## config.mk

```make
export PLATFORM = sky130hd
export DESIGN_NAME = jsl_front
export DESIGN_NICKNAME = d
export VERILOG_FILES = /design/src/rtl/core/joint_setpoint_slew_limiter_unit_defines.svh /design/src/rtl/core/jsl_pkg.sv /design/src/rtl/core/jsl_front.sv
export SDC_FILE = /design/constraint.sdc
export NUM_CORES = 1
export LEC_CHECK = 0
export ABC_AREA = 1
export BUFFER_PORTS_ARGS = -buffer_cell sky130_fd_sc_hd__buf_2
export CAP_MARGIN = 20
export CORE_ASPECT_RATIO = 0.7
export CORE_MARGIN = 4
export CORE_UTILIZATION = 44
export DETAILED_ROUTE_END_ITERATION = 12
export PLACE_DENSITY = 0.69
export SYNTH_ARGS = -nofsm -noshare
export SYNTH_HDL_FRONTEND = slang
export SYNTH_SLANG_ARGS = --single-unit
export TNS_END_PERCENT = 10
```

## constraint.sdc

```tcl
create_clock -name i_clk -period 14.95 [get_ports i_clk]
set_input_delay 2.99 -clock i_clk [delete_from_list [all_inputs] [get_ports i_clk]]
set_output_delay 2.99 -clock i_clk [all_outputs]
set_load 0.03 [all_outputs]
```

## src/rtl/core/joint_setpoint_slew_limiter_unit_defines.svh

```systemverilog
// Assertion macros shared by the slew limiter RTL.
// Depends on nothing; included by files that check their own logic.
`ifndef JOINT_SETPOINT_SLEW_LIMITER_UNIT_DEFINES_SVH
`define JOINT_SETPOINT_SLEW_LIMITER_UNIT_DEFINES_SVH

// Check that a condition implies a property on the same edge.
`define JSL_ASSERT_IMP(label, clk, rst_n, cond, prop) \
    label: assert property (@(posedge clk) disable iff (!rst_n) (cond) |-> (prop)) \
        else $error("assertion failed");

// Check that a condition implies a property on the next edge.
`define JSL_ASSERT_NEXT(label, clk, rst_n, cond, prop) \
    label: assert property (@(posedge clk) disable iff (!rst_n) (cond) |=> (prop)) \
        else $error("assertion failed");

`endif

```

## src/rtl/core/jsl_pkg.sv

```systemverilog
// Package for the joint slew limiter: codes, types and sizes.
// Depends on nothing; used by the top, front and back modules.
package jsl_pkg;

    localparam int unsigned JointsDefault = 16;
    localparam logic [31:0] PeriodReset   = 32'd655;
    localparam int unsigned QueueDepth    = 2;

    typedef enum logic [2:0] {
        OP_TARGET = 3'd0,
        OP_ESTOP  = 3'd1,
        OP_STOP   = 3'd2,
        OP_RESET  = 3'd3,
        OP_TICK   = 3'd4,
        OP_LOAD   = 3'd5,
        OP_BAD6   = 3'd6,
        OP_BAD7   = 3'd7
    } t_op;

    localparam logic [2:0] KIND_SETPOINT = 3'd0;
    localparam logic [2:0] KIND_ESTOP    = 3'd1;
    localparam logic [2:0] KIND_STOP     = 3'd2;
    localparam logic [2:0] KIND_RESET    = 3'd3;
    localparam logic [2:0] KIND_STATUS   = 3'd4;

    localparam logic [1:0] ST_OK       = 2'd0;
    localparam logic [1:0] ST_SAFETY   = 2'd1;
    localparam logic [1:0] ST_FAULT    = 2'd2;

    localparam logic [1:0] SAFE_READY  = 2'd0;
    localparam logic [1:0] SAFE_ESTOP  = 2'd1;
    localparam logic [1:0] SAFE_FAULT  = 2'd2;
    localparam logic [1:0] SAFE_STOPPING = 2'd3;

    localparam logic [1:0] MODE_POS = 2'd0;
    localparam logic [1:0] MODE_VEL = 2'd1;
    localparam logic [1:0] MODE_EFF = 2'd2;

    // One command as it crosses the queue from front to back.
    typedef struct packed {
        t_op         op;
        logic [5:0]  joint;
        logic [1:0]  mode;
        logic [31:0] value;
        logic [30:0] rate;
        logic [30:0] effort;
        logic [31:0] measured;
        logic [31:0] lower;
        logic [31:0] upper;
        logic [30:0] lim_effort;
    } t_cmd;

    // Queue status reported by the front.
    typedef struct packed {
        logic full;
        logic empty;
    } t_qstat;

endpackage

```

## src/rtl/core/jsl_front.sv

```systemverilog
// Front of the slew limiter: takes commands and queues them for the back.
// Depends on jsl_pkg.
module jsl_front #(
    parameter int unsigned Depth = jsl_pkg::QueueDepth
) (
    input  logic           i_clk,
    input  logic           i_rst_n,
    input  logic           i_push,
    input  jsl_pkg::t_cmd  i_cmd,
    input  logic           i_pop,
    output jsl_pkg::t_cmd  o_cmd,
    output jsl_pkg::t_qstat o_stat
);
    import jsl_pkg::*;

    localparam int unsigned AW = (Depth > 1) ? $clog2(Depth) : 1;

    t_cmd           r_q [Depth];
    logic [AW-1:0]  r_wp, n_wp, r_rp, n_rp;
    logic [AW:0]    r_cnt, n_cnt;

    // Pointer and fill count updates; ops 6 and 7 are mapped to no change later.
    always_comb begin
        n_wp  = r_wp;
        n_rp  = r_rp;
        n_cnt = r_cnt;
        if (i_push) begin
            n_wp = (r_wp == AW'(Depth - 1)) ? '0 : r_wp + 1'b1;
        end
        if (i_pop) begin
            n_rp = (r_rp == AW'(Depth - 1)) ? '0 : r_rp + 1'b1;
        end
        if (i_push && !i_pop) begin
            n_cnt = r_cnt + 1'b1;
        end else if (!i_push && i_pop) begin
            n_cnt = r_cnt - 1'b1;
        end
    end

    always_ff @(posedge i_clk) begin
        if (!i_rst_n) begin
            r_wp  <= '0;
            r_rp  <= '0;
            r_cnt <= '0;
        end else begin
            r_wp  <= n_wp;
            r_rp  <= n_rp;
            r_cnt <= n_cnt;
        end
    end

    // Queue storage.
    always_ff @(posedge i_clk) begin
        if (i_push) begin
            r_q[r_wp] <= i_cmd;
        end
    end

    assign o_cmd        = r_q[r_rp];
    assign o_stat.full  = (r_cnt == (AW+1)'(Depth));
    assign o_stat.empty = (r_cnt == '0);
endmodule

```

After elaboration in Yosys (flattened, before gate mapping) --
Memories as Yosys holds them, arrays and structs flattened. A register that Yosys moved wholly into a read port is not among the register bits. Cells that the tools add are included.
Storage, ports and cells: input port bits 236, bits in writable memories 464, register bits 4, memories kept 1, word-level logic and storage cells 23, output and inout bits 234
Cells by class: eq/ne operators 1, reduce and logical (&&, ||, !) cells 6, add/sub/neg operators 4, multiplexer cells 8
Memories:
- r_q | depth 2, width 232, read ports 1, clocked after memory_dff 1, wr ports 1, line jsl_front.sv:18 | t_cmd r_q [Depth];
Operators with widths (count):
- $mux 1 | 6
- $mux 2 | 2
- $add 1x1->1 const B | 2
- $add 2x1->2 const B | 1
- $eq 2x2->1 const B | 1
- $logic_and 1x1->1 | 2
- $logic_not 1->1 | 2
- $logic_not 2->1 | 1
- $reduce_bool 2->1 | 1
- $sub 2x1->2 const B | 1

Logic depth before layout (Yosys ltp) --
depth after elaboration 4, mapped depth 8, depth with buffers taken out 8

Least setup slack after synthesis --
No wires, ideal clock.
path type input to register, start in i_push, end mem r_q[0][0] (netlist name) (enable), stages on the path 2, library setup time 0.835 ns, data required time 14.115 ns, arrival 12.722 ns, buffers on the path 0, slack 1.392 ns, path through inv_1 > nor2_1
On the way: cells in the longest elaborated chain, start to end 2
Ends and longest elaborated chain:
- start: declaration | line jsl_front.sv:8 | input logic i_push,
- $mux 1 | line jsl_front.sv:54 | if (i_push) begin
- $mux 1 (implied by the code) | line jsl_front.sv:55 | r_q[r_wp] <= i_cmd;
- end: declaration | line jsl_front.sv:18
Every way passes these cells.

==> results.md <==
* TritonCTS buffer count at 45
* Ys Warns at 0
* FF+latch count, synth at approximately 470
* First-pass GRT wire length at between 50 and 60 mm
* Layout cells sized above 1 at 60.1%
* Highest metal used: met5
* Syn Inst Count at between 700 and 800
* Unrepaired setup endpoints after global routing: false
* Simple-Gate Fraction of Synth Area at 0.424%
* Die height at around 180 um
* Vias per inst at roughly 4.8
* Portion of netlist area occupied by mux cells at a little under a fifth
* Clk_lat worst skew at 0.55 ns
* # resized after CTS at 0
* Post-route cell area at between 20000 and 25000 um^2
* Fillers at 3081
* Worst slew pin tran at between 1 and 1.5 ns
* Grt ovf at 0
* Port Buffers at between 400 and 500
* Synth cell types at 15
* Antenna viol nets, final at 0
* Fin crit share at between 40% and 50%
* Post-Synth Adder-Cell Area at less than 1%
* Pwr dens at roughly 140 nW/um^2
* Crit-path max FO at 62
* Residual DRC count at 0
* Nets at 1492
* Syn_nets at ~1000
* Area after DPL at roughly 20000 um^2
* First drt pass iteration count at 4
* M1 wire length at 14.9 mm
* DR WL met3 at roughly 3.1 mm
* Core Util, Final at a little under three fifths
* Drt total wl at 37.7 mm
* Post-place setup slack at roughly 9.3 ns
* Initial antenna violation count at 10
* Fmax at between 150 and 200 MHz
* Setup bufs post-CTS at 0
* Root buffer cell: clkbuf_16
* Status: finished, final reports clean
* Max-capacitance violation count at 0
* Die width at ~250 um
* Final Hold Vio Count at 0
* Post-Syn Area at 17700 um^2
* Crit end category: primary output
* Leakage at 8.63 nW
* CP Cell Sequence: buf_4 > mux2_2 > buf_2
* Pwr Total at between 3 and 4 mW
* Final worst slack at between 8 and 9 ns
* Starting DRC count in detailed routing at about 440
* CP Class: reg2out
* Crit start category: register
* I/O pins at 470
* Crit path DAT at about 3.1 ns
* H-tree levels at 2
* Synth Area in Compound Gates at less than 1%
* Mapped Avg Cell Area at 23.4 um^2
* Clk slew on worst S/H paths at roughly 0.06 ns
* Die area at roughly 44000 um^2
* Number of global-route vias before repair at roughly 9300
* Via count at slightly below 9000
* P&R area growth vs syn at 24.2%
* Slew HR at 26.4%
* VDD IR max at 0.000102 V
* WL/cell at between 20 and 25 um
* Final Critical Period at around 6.1 ns
* Slowest stage delay, CP at 1.05 ns
* Final setup violation count at 0
* Pins over their slew limit at 0
* Initial Util at between 40% and 50%
* # hold bufs at CTS at 0
* Largest net degree at the start of global routing at around 120
* # rows at 61
* Critical-path top delay cell: dfxtp_4
* Clk_skew at between 0.015 and 0.02 ns
* Overall Global Routing Usage at 16.4%
* Routed length on met2 at ~19 mm
* Register area share after synthesis at about four fifths
* Main combinational cell family by area after synthesis: multiplexers
* XOR/XNOR Fraction of Synth Area at 0%
* Hold Path Class: reg2reg
* TNS Setup at 0 ns
* Dpl hpwl at 25.8 mm
* CTS tree: built
* Core area at between 30000 and 40000 um^2
* Clk sink count at 469
* Routability congestion estimate at 0.789
* CP Data Required Time at between 10 and 15 ns
* CTS Buffer Depth at 3
==> stage by stage <==
step	std cells	hold WS [ns]
final	1828	0.524
after global routing	1828	0.556
after CTS	1822	0.528
after detailed placement	1743	0.508
after global placement	1743	0.472
after floorplan	757	0.463
==> registers in the layout, indices dropped and copies added, names as in the netlist, named ones only <==
register / flops
r_rp: 1
r_cnt: 2
r_q: 464
r_wp: 1
==> worst paths after layout <==
path / from / end / slack (ns) / cells past startpoint
min: r_rp / register / 0.52 / 2
max reg2reg: r_wp / r_q[1][114] / 12.50 / 3
max: register / o_cmd[223] / 8.82 / 3
min reg2reg: r_rp / register / 0.52 / 2
==> cell usage in the layout (no fill, tap or decap) <==
cell type	netlist	layout
mux2_4	180	180
edfxtp_1	464	464
clkinv_1	0	11
nor2_1	9	8
buf_12	0	1
nand3_1	1	1
clkinvlp_4	0	2
nand2_1	8	8
mux2_2	52	52
inv_1	8	7
nand4_1	1	1
bufinv_16	0	4
inv_6	0	1
dfxtp_4	0	1
clkinv_4	0	2
o21ai_0	1	1
inv_8	0	1
clkbuf_1	0	7
ha_1	1	1
dfxtp_1	5	4
buf_4	0	7
buf_2	5	469
a21oi_1	1	1
diode_2	0	6
nor2_4	0	1
clkinv_2	0	5
clkbuf_16	0	47
==> synthesized netlist by cell type <==
| cell type | n | area (um^2) |
|---|---|---|
| ha_1 | 1 | 12.5 |
| nor2_1 | 9 | 33.8 |
| mux2_2 | 52 | 586 |
| a21oi_1 | 1 | 5.00 |
| buf_2 | 5 | 25.0 |
| inv_1 | 8 | 30.0 |
| buf_6 | 20 | 225 |
| dfxtp_1 | 5 | 100 |
| mux2_4 | 180 | 2700 |
| nand2_1 | 8 | 30.0 |
| nand4_1 | 1 | 6.26 |
| o21ai_0 | 1 | 5.00 |
| nand3_1 | 1 | 5.00 |
| buf_8 | 1 | 15.0 |
| edfxtp_1 | 464 | 13900 |
==> layout make-up <==
| type | instances | area [um^2] | share of cell area [%] |
|---|---|---|---|
| multi-input cells | 254 | 3390 | 15.4 |
| repair buffers | 477 | 2420 | 11.0 |
| well taps | 535 | 669 | 3.04 |
| diodes | 6 | 15.0 | 0.0682 |
| clock buffers | 54 | 1200 | 5.46 |
| inverters | 8 | 37.5 | 0.171 |
| clock inverters | 25 | 228 | 1.03 |
| flip-flops and latches | 469 | 14000 | 63.8 |
==> routing by layer <==
metal  up-vias  GRT usage [%]
met3        68           5.08
met2       335           27.4
li1       4005              -
met4         8           5.12
met1      4405           20.6
met5         -              0
==> where the power goes <==
part / switching [mW] / leakage, nW / internal, mW / total, mW
Combinational: 0.234 / 3.54 / 0.146 / 0.380
Clock: 0.462 / 0.694 / 0.641 / 1.10
Sequential: 0.0242 / 4.40 / 1.53 / 1.55
Total: 0.720 / 8.63 / 2.31 / 3.03
==> cells by family (layout without fill, tap and decap cells) <==
logic type,Yosys count,in the layout
other,0,6
buffers and inverters,34,564
muxes,232,232
adders and majority gates,1,1
AOI/OAI and AO/OA,2,2
DFF,469,469
and+or+nand+nor,19,19
==> worst max-delay path: cells and delay by family (launching register included) <==
kind,cells,cell delay (ns)
buffers and inverters,2,1.03
muxes,1,0.42
DFF,1,1.05
Note: power is estimated with default switching activity, not from simulation.
